<file path="src/hw/rtl/chfx_pkg.sv">
// Shared types and constants for the compass heading block.
`default_nettype none

package chfx_pkg;

	// Register indexes of the configuration port
	typedef enum logic [1:0] {
		REG_X_OFFSET    = 2'd0,
		REG_Y_OFFSET    = 2'd1,
		REG_DECLINATION = 2'd2
	} cfg_reg_t;

	localparam int CFG_IDX_W = 2;
	localparam int CFG_DATA_W = 16;
	localparam int RAW_W = 16;
	localparam int DECL_W = 15;
	localparam int HEAD_W = 9;
	localparam int IN_TDATA_W = 32;
	localparam int OUT_TDATA_W = 16;

	// Offset-corrected samples, the CORDIC datapath and its angle accumulator
	localparam int CORR_W = RAW_W + 1;
	localparam int PRESCALE_SH = 8;
	localparam int CW = 28;
	localparam int ZW = 20;
	localparam int ANG_W = ZW - 4;
	localparam int HRAW_W = ANG_W + 1;
	localparam int HWRAP_W = 15;

	localparam logic signed [ZW-1:0] HALF_PI_Z = 20'sd102944;
	localparam logic signed [ANG_W-1:0] PI_Q = 16'sd12868;
	localparam logic signed [HRAW_W+0:0] TWO_PI_X = 18'sd25736;
	localparam logic signed [HRAW_W+0:0] FOUR_PI_X = 18'sd51472;

	localparam logic signed [HEAD_W-1:0] HEAD_MIN = -9'sd179;
	localparam logic signed [HEAD_W-1:0] HEAD_MAX = 9'sd180;
	localparam logic [HEAD_W-1:0] DEG_HALF = 9'd180;
	localparam logic [HEAD_W-1:0] DEG_FULL = 9'd360;

	// Degrees = floor(h * 180 / PI) by multiplying with a rounded-up reciprocal;
	// exact for every product below 2^23, so for every wrapped heading.
	localparam int DEG_SHIFT = 37;
	localparam longint unsigned DEG_RECIP =
		((64'd1 << DEG_SHIFT) + 64'd12867) / 64'd12868;
	localparam logic [31:0] DEG_MULT = 32'(DEG_RECIP * 64'd180);
	localparam int PROD_W = HWRAP_W + 32;

	// round(atan(2^-i) * 2^16)
	function automatic logic signed [ZW-1:0] atan_q16(input int unsigned i);
		logic signed [ZW-1:0] r;
		case (i)
			0:       r = 20'sd51472;
			1:       r = 20'sd30385;
			2:       r = 20'sd16055;
			3:       r = 20'sd8150;
			4:       r = 20'sd4091;
			5:       r = 20'sd2047;
			6:       r = 20'sd1024;
			7:       r = 20'sd512;
			8:       r = 20'sd256;
			9:       r = 20'sd128;
			10:      r = 20'sd64;
			11:      r = 20'sd32;
			12:      r = 20'sd16;
			13:      r = 20'sd8;
			14:      r = 20'sd4;
			15:      r = 20'sd2;
			16:      r = 20'sd1;
			17:      r = 20'sd1;
			default: r = '0;
		endcase
		return r;
	endfunction

endpackage

`default_nettype wire

</file>
<file path="src/hw/rtl/compass_heading_from_xy.sv">
// Compass heading from one magnetometer X/Y sample, as a pipelined CORDIC.
//
// An item on the s_ stream carries x_raw and y_raw; the block subtracts the
// hard-iron offsets, finds atan2(y, x) with one CORDIC iteration per stage,
// subtracts the declination, wraps into 0..2pi and emits the heading in whole
// degrees (-179..180) as one item on the m_ stream.
// Throughput is one item per clock while the receiver does not stall. An
// accepted item passes through the offset stage, prerotation, CORDIC_STAGES
// iterations, rounding and declination, wrap and degree multiply, and then
// the output register, where it shows on m_tvalid.
// The three registers are written through the cfg_ port, which is always
// ready; they must only change while no item is in flight.
// Reset empties the pipeline and loads the calibration defaults.
// When the receiver stalls, the next result to reach the end of the pipeline
// lands in a skid register and the whole pipeline then holds; s_tready falls
// in the cycle after that and rises again right after the receiver takes the
// waiting item.
`default_nettype none

module compass_heading_from_xy
	import chfx_pkg::*;
#(
	parameter int CORDIC_STAGES = 16
) (
	input  wire                        clk,
	input  wire                        arst_n,
	input  wire                        cfg_valid,
	output logic                       cfg_ready,
	input  wire  [CFG_IDX_W-1:0]       cfg_index,
	input  wire  [CFG_DATA_W-1:0]      cfg_data,
	input  wire                        s_tvalid,
	output logic                       s_tready,
	input  wire  [IN_TDATA_W-1:0]      s_tdata,   // [15:0] x_raw, [31:16] y_raw
	output logic                       m_tvalid,
	input  wire                        m_tready,
	output logic [OUT_TDATA_W-1:0]     m_tdata    // [8:0] heading_deg, rest zero
);

	localparam int N = CORDIC_STAGES;

	logic signed [RAW_W-1:0]  x_offset_q;
	logic signed [RAW_W-1:0]  y_offset_q;
	logic signed [DECL_W-1:0] decl_q;

	logic en;
	logic push;

	// Configuration registers
	assign cfg_ready = 1'b1;

	always_ff @(posedge clk or negedge arst_n) begin
		if (!arst_n) begin
			x_offset_q <= -16'sd953;
			y_offset_q <= 16'sd817;
			decl_q     <= 15'sd283;
		end else if (cfg_valid) begin
			unique case (cfg_reg_t'(cfg_index))
				REG_X_OFFSET:    x_offset_q <= cfg_data;
				REG_Y_OFFSET:    y_offset_q <= cfg_data;
				REG_DECLINATION: decl_q <= cfg_data[DECL_W-1:0];
				default: ;
			endcase
		end
	end

	// Stage 1: offset correction
	logic                     v_s1;
	logic signed [CORR_W-1:0] x_s1;
	logic signed [CORR_W-1:0] y_s1;

	assign s_tready = en;

	always_ff @(posedge clk or negedge arst_n) begin
		if (!arst_n) begin
			v_s1 <= 1'b0;
		end else if (en) begin
			v_s1 <= s_tvalid;
		end
	end

	always_ff @(posedge clk) begin
		if (en) begin
			x_s1 <= CORR_W'($signed(s_tdata[15:0])) - CORR_W'(x_offset_q);
			y_s1 <= CORR_W'($signed(s_tdata[31:16])) - CORR_W'(y_offset_q);
		end
	end

	// Stage 2: prerotation into the right half plane, then one iteration a stage
	logic [N:0]               v_s2;
	logic                     zero_s2 [N+1];
	logic signed [CW-1:0]     cx_s2 [N+1];
	logic signed [CW-1:0]     cy_s2 [N+1];
	logic signed [ZW-1:0]     cz_s2 [N+1];

	logic signed [CW-1:0] xs;
	logic signed [CW-1:0] ys;

	always_comb begin
		xs = {{(CW-CORR_W-PRESCALE_SH){x_s1[CORR_W-1]}}, x_s1, {PRESCALE_SH{1'b0}}};
		ys = {{(CW-CORR_W-PRESCALE_SH){y_s1[CORR_W-1]}}, y_s1, {PRESCALE_SH{1'b0}}};
	end

	always_ff @(posedge clk or negedge arst_n) begin
		if (!arst_n) begin
			v_s2[0] <= 1'b0;
		end else if (en) begin
			v_s2[0] <= v_s1;
		end
	end

	always_ff @(posedge clk) begin
		if (en) begin
			zero_s2[0] <= (x_s1 == '0) && (y_s1 == '0);
			if (!x_s1[CORR_W-1]) begin
				cx_s2[0] <= xs;
				cy_s2[0] <= ys;
				cz_s2[0] <= '0;
			end else if (!y_s1[CORR_W-1]) begin
				cx_s2[0] <= ys;
				cy_s2[0] <= -xs;
				cz_s2[0] <= HALF_PI_Z;
			end else begin
				cx_s2[0] <= -ys;
				cy_s2[0] <= xs;
				cz_s2[0] <= -HALF_PI_Z;
			end
		end
	end

	for (genvar i = 0; i < N; i++) begin : g_cordic
		logic signed [CW-1:0] dx;
		logic signed [CW-1:0] dy;
		logic signed [ZW-1:0] da;

		assign dx = cy_s2[i] >>> i;
		assign dy = cx_s2[i] >>> i;
		assign da = atan_q16(i);

		always_ff @(posedge clk or negedge arst_n) begin
			if (!arst_n) begin
				v_s2[i+1] <= 1'b0;
			end else if (en) begin
				v_s2[i+1] <= v_s2[i];
			end
		end

		always_ff @(posedge clk) begin
			if (en) begin
				zero_s2[i+1] <= zero_s2[i];
				if (!cy_s2[i][CW-1]) begin
					cx_s2[i+1] <= cx_s2[i] + dx;
					cy_s2[i+1] <= cy_s2[i] - dy;
					cz_s2[i+1] <= cz_s2[i] + da;
				end else begin
					cx_s2[i+1] <= cx_s2[i] - dx;
					cy_s2[i+1] <= cy_s2[i] + dy;
					cz_s2[i+1] <= cz_s2[i] - da;
				end
			end
		end
	end

	// Stage 3: round to 2^-12 rad, clamp to +-pi, subtract declination
	logic                     v_s3;
	logic signed [HRAW_W-1:0] h_s3;
	logic signed [ZW-1:0]     zr;
	logic signed [ANG_W-1:0]  ang;

	always_comb begin
		zr = cz_s2[N] + ZW'(8);
		ang = zr[ZW-1:4];
		if (zero_s2[N]) begin
			ang = '0;
		end else if (ang > PI_Q) begin
			ang = PI_Q;
		end else if (ang < -PI_Q) begin
			ang = -PI_Q;
		end
	end

	always_ff @(posedge clk or negedge arst_n) begin
		if (!arst_n) begin
			v_s3 <= 1'b0;
		end else if (en) begin
			v_s3 <= v_s2[N];
		end
	end

	always_ff @(posedge clk) begin
		if (en) begin
			h_s3 <= HRAW_W'(ang) - HRAW_W'(decl_q);
		end
	end

	// Stage 4: wrap into 0..2pi; exactly 2pi is kept
	logic                      v_s4;
	logic [HWRAP_W-1:0]        h_s4;
	logic signed [HRAW_W:0]    hx;
	logic signed [HRAW_W:0]    hw;

	always_comb begin
		hx = (HRAW_W+1)'(h_s3);
		if (hx < -TWO_PI_X) begin
			hw = hx + FOUR_PI_X;
		end else if (hx < 0) begin
			hw = hx + TWO_PI_X;
		end else if (hx > TWO_PI_X) begin
			hw = hx - TWO_PI_X;
		end else begin
			hw = hx;
		end
	end

	always_ff @(posedge clk or negedge arst_n) begin
		if (!arst_n) begin
			v_s4 <= 1'b0;
		end else if (en) begin
			v_s4 <= v_s3;
		end
	end

	always_ff @(posedge clk) begin
		if (en) begin
			h_s4 <= hw[HWRAP_W-1:0];
		end
	end

	// Stage 5: degrees by reciprocal multiplication
	logic              v_s5;
	logic [PROD_W-1:0] prod_s5;
	logic [HEAD_W-1:0] deg;
	logic [HEAD_W-1:0] head;

	always_ff @(posedge clk or negedge arst_n) begin
		if (!arst_n) begin
			v_s5 <= 1'b0;
		end else if (en) begin
			v_s5 <= v_s4;
		end
	end

	always_ff @(posedge clk) begin
		if (en) begin
			prod_s5 <= PROD_W'(h_s4) * PROD_W'(DEG_MULT);
		end
	end

	always_comb begin
		deg = prod_s5[DEG_SHIFT+HEAD_W-1:DEG_SHIFT];
		head = (deg > DEG_HALF) ? deg - DEG_FULL : deg;
	end

	// Output register with a skid register behind it
	logic              out_vld_q;
	logic              skid_vld_q;
	logic [HEAD_W-1:0] out_q;
	logic [HEAD_W-1:0] skid_q;

	assign en = !skid_vld_q;
	assign push = en && v_s5;

	always_ff @(posedge clk or negedge arst_n) begin
		if (!arst_n) begin
			out_vld_q  <= 1'b0;
			skid_vld_q <= 1'b0;
		end else if (out_vld_q && !m_tready) begin
			if (push) begin
				skid_vld_q <= 1'b1;
			end
		end else if (skid_vld_q) begin
			out_vld_q  <= 1'b1;
			skid_vld_q <= 1'b0;
		end else begin
			out_vld_q <= push;
		end
	end

	always_ff @(posedge clk) begin
		if (out_vld_q && !m_tready) begin
			if (push) begin
				skid_q <= head;
			end
		end else if (skid_vld_q) begin
			out_q <= skid_q;
		end else if (push) begin
			out_q <= head;
		end
	end

	assign m_tvalid = out_vld_q;
	assign m_tdata = {{(OUT_TDATA_W-HEAD_W){1'b0}}, out_q};

endmodule

`default_nettype wire

</file>
<file path="config.mk">
export PLATFORM = sky130hd
export DESIGN_NAME = compass_heading_from_xy
export DESIGN_NICKNAME = d
export VERILOG_FILES = /design/src/hw/rtl/chfx_pkg.sv /design/src/hw/rtl/compass_heading_from_xy.sv
export SDC_FILE = /design/constraint.sdc
export NUM_CORES = 2
export LEC_CHECK = 0
export BUFFER_PORTS_ARGS = -buffer_cell sky130_fd_sc_hd__buf_2
export CELL_PAD_IN_SITES_DETAIL_PLACEMENT = 0
export CELL_PAD_IN_SITES_GLOBAL_PLACEMENT = 1
export CORE_AREA = 4 4 484 486
export CTS_CLUSTER_DIAMETER = 30
export DETAILED_ROUTE_END_ITERATION = 16
export DIE_AREA = 0 0 488 490
export MAX_ROUTING_LAYER = met4
export PLACE_DENSITY = 0.74
export SETUP_SLACK_MARGIN = 0.05
export SKIP_CTS_REPAIR_TIMING = 1
export SYNTH_ARGS = -nofsm -noshare
export SYNTH_HDL_FRONTEND = slang
export SYNTH_SLANG_ARGS = --single-unit
</file>
<file path="constraint.sdc">
create_clock -name clk -period 7.3 [get_ports clk]
set_input_delay 0.365 -clock clk [delete_from_list [all_inputs] [get_ports clk]]
set_output_delay 0.365 -clock clk [all_outputs]
set_load 0.05 [all_outputs]
</file>
## Word level (Yosys, flattened, before mapping)

Memory sizes are Yosys's and may differ from the RTL's.
Cells that the tools add are included.

- Flip-flop bits (word level): 197
- RAM bits: 1309
- Input port bits: 55
- Output and inout port bits: 19
- Logic and storage cells: 395
- Memories kept: 4

Memory list:

| name | depth | bits a word | rd ports | clocked after Yosys merged registers in | wr ports | line | text |
|---|---|---|---|---|---|---|---|
| cx_s2 | 17 | 28 | 16 | 0 | 17 | compass_heading_from_xy.sv:91 | `logic signed [CW-1:0] cx_s2 [N+1];` |
| cy_s2 | 17 | 28 | 16 | 0 | 17 | compass_heading_from_xy.sv:92 | `logic signed [CW-1:0] cy_s2 [N+1];` |
| cz_s2 | 17 | 20 | 17 | 0 | 17 | compass_heading_from_xy.sv:93 | `logic signed [ZW-1:0] cz_s2 [N+1];` |
| zero_s2 | 17 | 1 | 17 | 0 | 17 | compass_heading_from_xy.sv:90 | `logic zero_s2 [N+1];` |

- Add/subtract/negate cells: 105
- Multiply operators: 1
- Magnitude comparators: 6
- Equal/unequal tests: 3
- Mux-type cells: 174
- Bitwise logic cells: 55
- Reductions and logical operators: 14

Operators by type and width:

| kind | count |
|---|---|
| $mux 28 | 36 |
| $mux 20 | 18 |
| $mux 1 | 111 |
| $add 28x13->28 | 2 |
| $add 28x14->28 | 2 |
| $add 28x15->28 | 2 |
| $add 28x16->28 | 2 |
| $add 28x17->28 | 2 |
| $add 28x18->28 | 2 |
| $add 28x19->28 | 2 |
| $add 28x20->28 | 2 |
| $add 28x21->28 | 2 |
| $add 28x22->28 | 2 |
| $add 28x23->28 | 2 |
| $add 28x24->28 | 2 |
| $add 28x25->28 | 2 |
| $add 28x26->28 | 2 |
| $add 28x27->28 | 2 |
| $neg 25->28 | 2 |
| $sub 28x13->28 | 2 |
| $sub 28x14->28 | 2 |
| $sub 28x15->28 | 2 |
| $sub 28x16->28 | 2 |
| $sub 28x17->28 | 2 |
| other kinds (69) | 151 |

## Longest topological paths before layout

An unclocked memory read counts as a cell.

- Word-level depth: 7
- Mapped depth: 24
- Mapped depth without buffers: 24

## Least setup slack after synthesis

No wires, ideal clock.

- Path kind: flip-flop to flip-flop
- From: register h_s4[13]
- To: register prod_s5[39] (data pin)
- Library setup time: 258 ps
- Arrival: 5578 ps
- Data required time: 7042 ps
- Setup slack: 1465 ps
- Stages on the path, launching flop included: 20
- Path buffers: 0
- Clock period less this slack: 5835 ps
- Cell sequence: edfxtp_1 fa_1 fa_1 inv_1 fa_1 fa_1 fa_1 inv_1 fa_1 ha_1 a21o_1 a21o_1 a21oi_1 o21ai_0 a221oi_1 o21ai_0 a21oi_1 o21bai_1 a21oi_1 xnor2_1

- Cells in the longest elaborated chain, start to end: 1

RTL lines:

| item | line | text |
|---|---|---|
| start: declaration | compass_heading_from_xy.sv:197 | `logic [HWRAP_W-1:0] h_s4;` |
| start signal: assignment | compass_heading_from_xy.sv:224 | `h_s4 <= hw[HWRAP_W-1:0];` |
| $mul 15x28->43 | compass_heading_from_xy.sv:244 | `prod_s5 <= PROD_W'(h_s4) * PROD_W'(DEG_MULT);` |
| end signal: assignment | compass_heading_from_xy.sv:244 |  |
| end: declaration | compass_heading_from_xy.sv:230 | `logic [PROD_W-1:0] prod_s5;` |

No other way between the ends.
A chain may end at the register's enable or synchronous reset.

## Worst setup path after layout

- From: register h_s4[5]
- To: register prod_s5[45] (data pin)

Same word-level chain as after synthesis.

==> results.sh <==
export IMPL_path_clk_slew_ns=0.04
export IMPL_ys_flop_type="edfxtp_1"
export IMPL_grt_overflow_total=0
export IMPL_htree_num_levels=5
export IMPL_via_count=79000
export IMPL_grt_max_degree=76
export IMPL_dp_cells=13500
export IMPL_holdPathEnd="y_s1[1]$_DFFE_PN_"
export IMPL_drv_cap=0
export IMPL_path_class="flop to flop"
export IMPL_crit_arrival_ns=6.85
export IMPL_fin_nets=12300
export IMPL_numCtsBuffers=312
export IMPL_syn_area_per_cell_um2=9.78
export IMPL_instances_no_fill=14100
export IMPL_cp_start_kind="flop"
export IMPL_drt_wirelength_per_cell_um=19.7
export IMPL_clockBufferDepth=4
export IMPL_cpMaxStageDelayCell="edfxtp_1"
export IMPL_drt_first_pass_iters=9
export IMPL_grt_total_usage=0.234
export IMPL_synth_edf_count=1171
export IMPL_cp_end_kind="flop"
export IMPL_tns_ns=0
export IMPL_fin_crit_sh=0.858
export IMPL_clkSinkCount=1241
export IMPL_required_ns=7.88
export IMPL_cts_tree="yes"
export IMPL_rows=176
export IMPL_die_area_mm2=0.239
export IMPL_clk_root_buffer_cell="clkbuf_16"
export IMPL_clock_latency_ns=0.91
export IMPL_dp_hpwl_mm=224
export IMPL_syn2layout_area_growth_pct=14.3
export IMPL_skew_ns=0.0814
export IMPL_synthArstFlopShare=0.0564
export IMPL_grt_pass1_vias=77700
export IMPL_reg2reg_to="prod_s5[45]$_DFFE_PN_"
export IMPL_max_freq_mhz=160
export IMPL_reg2reg_from="h_s4[5]$_DFFE_PN_"
export IMPL_drive_above_1_share=0.0742
export IMPL_ys_ff_latch=1241
export IMPL_gp_congestion=0.929
export IMPL_hold_path_class="input port to flop"
export IMPL_status="finished clean"
export IMPL_routed_wirelength_mm=278
export IMPL_rr_worst_depth=24
export IMPL_setup_viol=0
export IMPL_syn_inst=10500
export IMPL_hold_violations=0
export IMPL_num_io_pins=74
export IMPL_viasPerCell=5.60
export IMPL_drc=0
export IMPL_hold_depth=4
export IMPL_slowest_delay_ns=0.55
export IMPL_tightest_slew_ns=1.11
export IMPL_min_period_ns=6.27
export IMPL_drtAntennaViolNets=0
export IMPL_fp_coreArea_mm2=0.230
export IMPL_die_h_um=490
export IMPL_syn_area_mm2=0.103
export IMPL_crit_chain="inv_1 -> fa_1 -> fa_1 -> inv_1 -> fa_1 -> inv_1 -> fa_1 -> inv_1 -> fa_1 -> inv_1 -> fa_1 -> inv_1 -> ha_1 -> nand4_1 -> a21oi_1 -> o211ai_1 -> a211oi_1 -> o21ai_0 -> buf_4 -> o211ai_1 -> nand2_1 -> o2111ai_1 -> a21oi_1 -> xnor2_1"
export IMPL_hold_start="s_tdata[17]"
export IMPL_ys_warn_count=0
export IMPL_antenna_found_initial=2
export IMPL_initial_utilization=0.448
export IMPL_synth_distinct_cells=101
export IMPL_relSlewSlack=0.249
export IMPL_crit_fanout=8
export IMPL_grt_setup_unrepaired="false"
export IMPL_drt_initial_drc_count=5344
export IMPL_slew_viol_final=0
export IMPL_ys_seq_area_frac=0.359
export IMPL_grt_pass1_wl_mm=437
export IMPL_reg2reg_slack_ns=1.03
export IMPL_fp_dieW_um=488
export IMPL_io_buffers=65
==> worst max-delay path, delay by kind of cell (launching register included) <==
kind / cells / cell delay (ns)
fa+ha+maj: 7 / 3.27
xor+xnor: 1 / 0.13
buf+inv: 7 / 0.51
flops: 1 / 0.55
simple gates: 2 / 0.21
compound gates: 7 / 1.34
==> cells in the mapped netlist, drive strengths merged (115+ instances only) <==
cell / instances / area [um2]
nor3: 281 / 1410
inv: 743 / 2790
nor2: 884 / 3320
clkbuf: 125 / 469
a21oi: 852 / 4270
xor2: 462 / 4050
a21o: 315 / 2370
o21a: 130 / 976
o21ai: 628 / 3140
nand2b: 156 / 976
fa: 206 / 4120
edfxtp: 1171 / 35200
ha: 1197 / 15000
xnor2: 902 / 7900
nand2: 662 / 2480
nor2b: 152 / 951
o31ai: 115 / 863
nand3: 158 / 791
==> cells in the final DEF, fill, tap and decap left out, types with 41 or more instances in the layout <==
master        n
a211oi_1     95
a21boi_0     47
a21o_1      314
a21oi_1     850
a31oi_1      74
and2_1       50
and3_1       74
buf_2        64
buf_4        64
bufinv_16    41
clkbuf_16   319
clkinv_2     52
dfrtp_1      49
edfxtp_1   1171
fa_1        206
ha_1       1197
inv_1       724
mux2_2       80
nand2_1     661
nand2b_1    156
nand3_1     158
nand4_1      54
nor2_1      884
nor2b_1     152
nor3_1      281
nor4_1       63
o211ai_1     45
o21a_1      130
o21ai_0     611
o21bai_1    105
o31ai_1     115
o41ai_1      62
or3_1        76
xnor2_1     902
xor2_1      462
==> layout make-up <==
type / instances / area (um2)
antenna: 2 / 5.00
clock buffer: 355 / 8150
clock inverter: 193 / 2260
fill: 20700 / 112000
inverter: 750 / 2820
multi-input combinational: 8384 / 62600
sequential: 1241 / 36900
tap: 3026 / 3790
timing repair buffer: 162 / 1140
==> per-stage QoR <==
stage	setup slack (ns)	area (um2)	utilization	hold WS, ns
floorplan	1.46	103000	-	0.0694
global placement	0.950	107000	0.466	0.258
CTS	0.955	117000	0.511	-0.730
global route	0.621	118000	0.513	0.00128
detailed placement	0.917	107000	0.466	0.260
finish	1.03	118000	0.513	0.0148
==> state kept, by name (all words and copies together), names as in the netlist <==
signal,cells
x_s1,17
v_s5,1
decl_q,15
y_s1,17
y_offset_q,16
h_s4,15
m_tvalid,1
cy_s2,388
v_s3,1
cz_s2,298
v_s4,1
out_q,9
x_offset_q,16
h_s3,17
skid_vld_q,1
prod_s5,9
v_s2,17
cx_s2,375
v_s1,1
zero_s2,17
skid_q,9
==> per-layer routing <==
metal | vias up | share of wire | track usage | routed length, um
met5 | - | 0 | - | 0
met4 | 0 | 0.032 | 0.0760 | 8960
met3 | 494 | 0.039 | 0.0297 | 10800
met2 | 1633 | 0.48 | 0.386 | 134000
met1 | 37900 | 0.45 | 0.299 | 124000
li1 | 39000 | - | - | -
==> kinds of logic (layout without fill, tap and decap cells) <==
| logic type | after synthesis | in the layout | synth area share |
|---|---|---|---|
| XOR/XNOR | 1364 | 1364 | 0.116 |
| adder cells (fa/ha/maj) | 1403 | 1403 | 0.185 |
| AND/OR/NAND/NOR | 2772 | 2772 | 0.128 |
| AO/OA/AOI/OAI | 2726 | 2726 | 0.167 |
| other | 2 | 10 | 0.0000729 |
| multiplexers | 111 | 111 | 0.0118 |
| flip-flops | 1241 | 1241 | 0.359 |
| buffers and inverters | 912 | 1460 | 0.0335 |
==> how the worst max path moves through the flow <==
stage	from	endpoint	slack, ns	cells past startpoint
4_1_cts	h_s4[13]$_DFFE_PN_	prod_s5[45]$_DFFE_PN_	0.95	20
5_1_grt	h_s4[13]$_DFFE_PN_	prod_s5[45]$_DFFE_PN_	0.62	20
6_report	h_s4[5]$_DFFE_PN_	prod_s5[45]$_DFFE_PN_	1.03	24
3_5_place_dp	h_s4[13]$_DFFE_PN_	prod_s5[39]$_DFFE_PN_	0.92	22
2_1_floorplan	h_s4[13]$_DFFE_PN_	prod_s5[39]$_DFFE_PN_	1.46	19
3_3_place_gp	h_s4[13]$_DFFE_PN_	prod_s5[39]$_DFFE_PN_	0.95	22
Power is left out: the tool's default activity adds up to more than one toggle a clock period on the data nets, which glitch-free logic cannot reach.
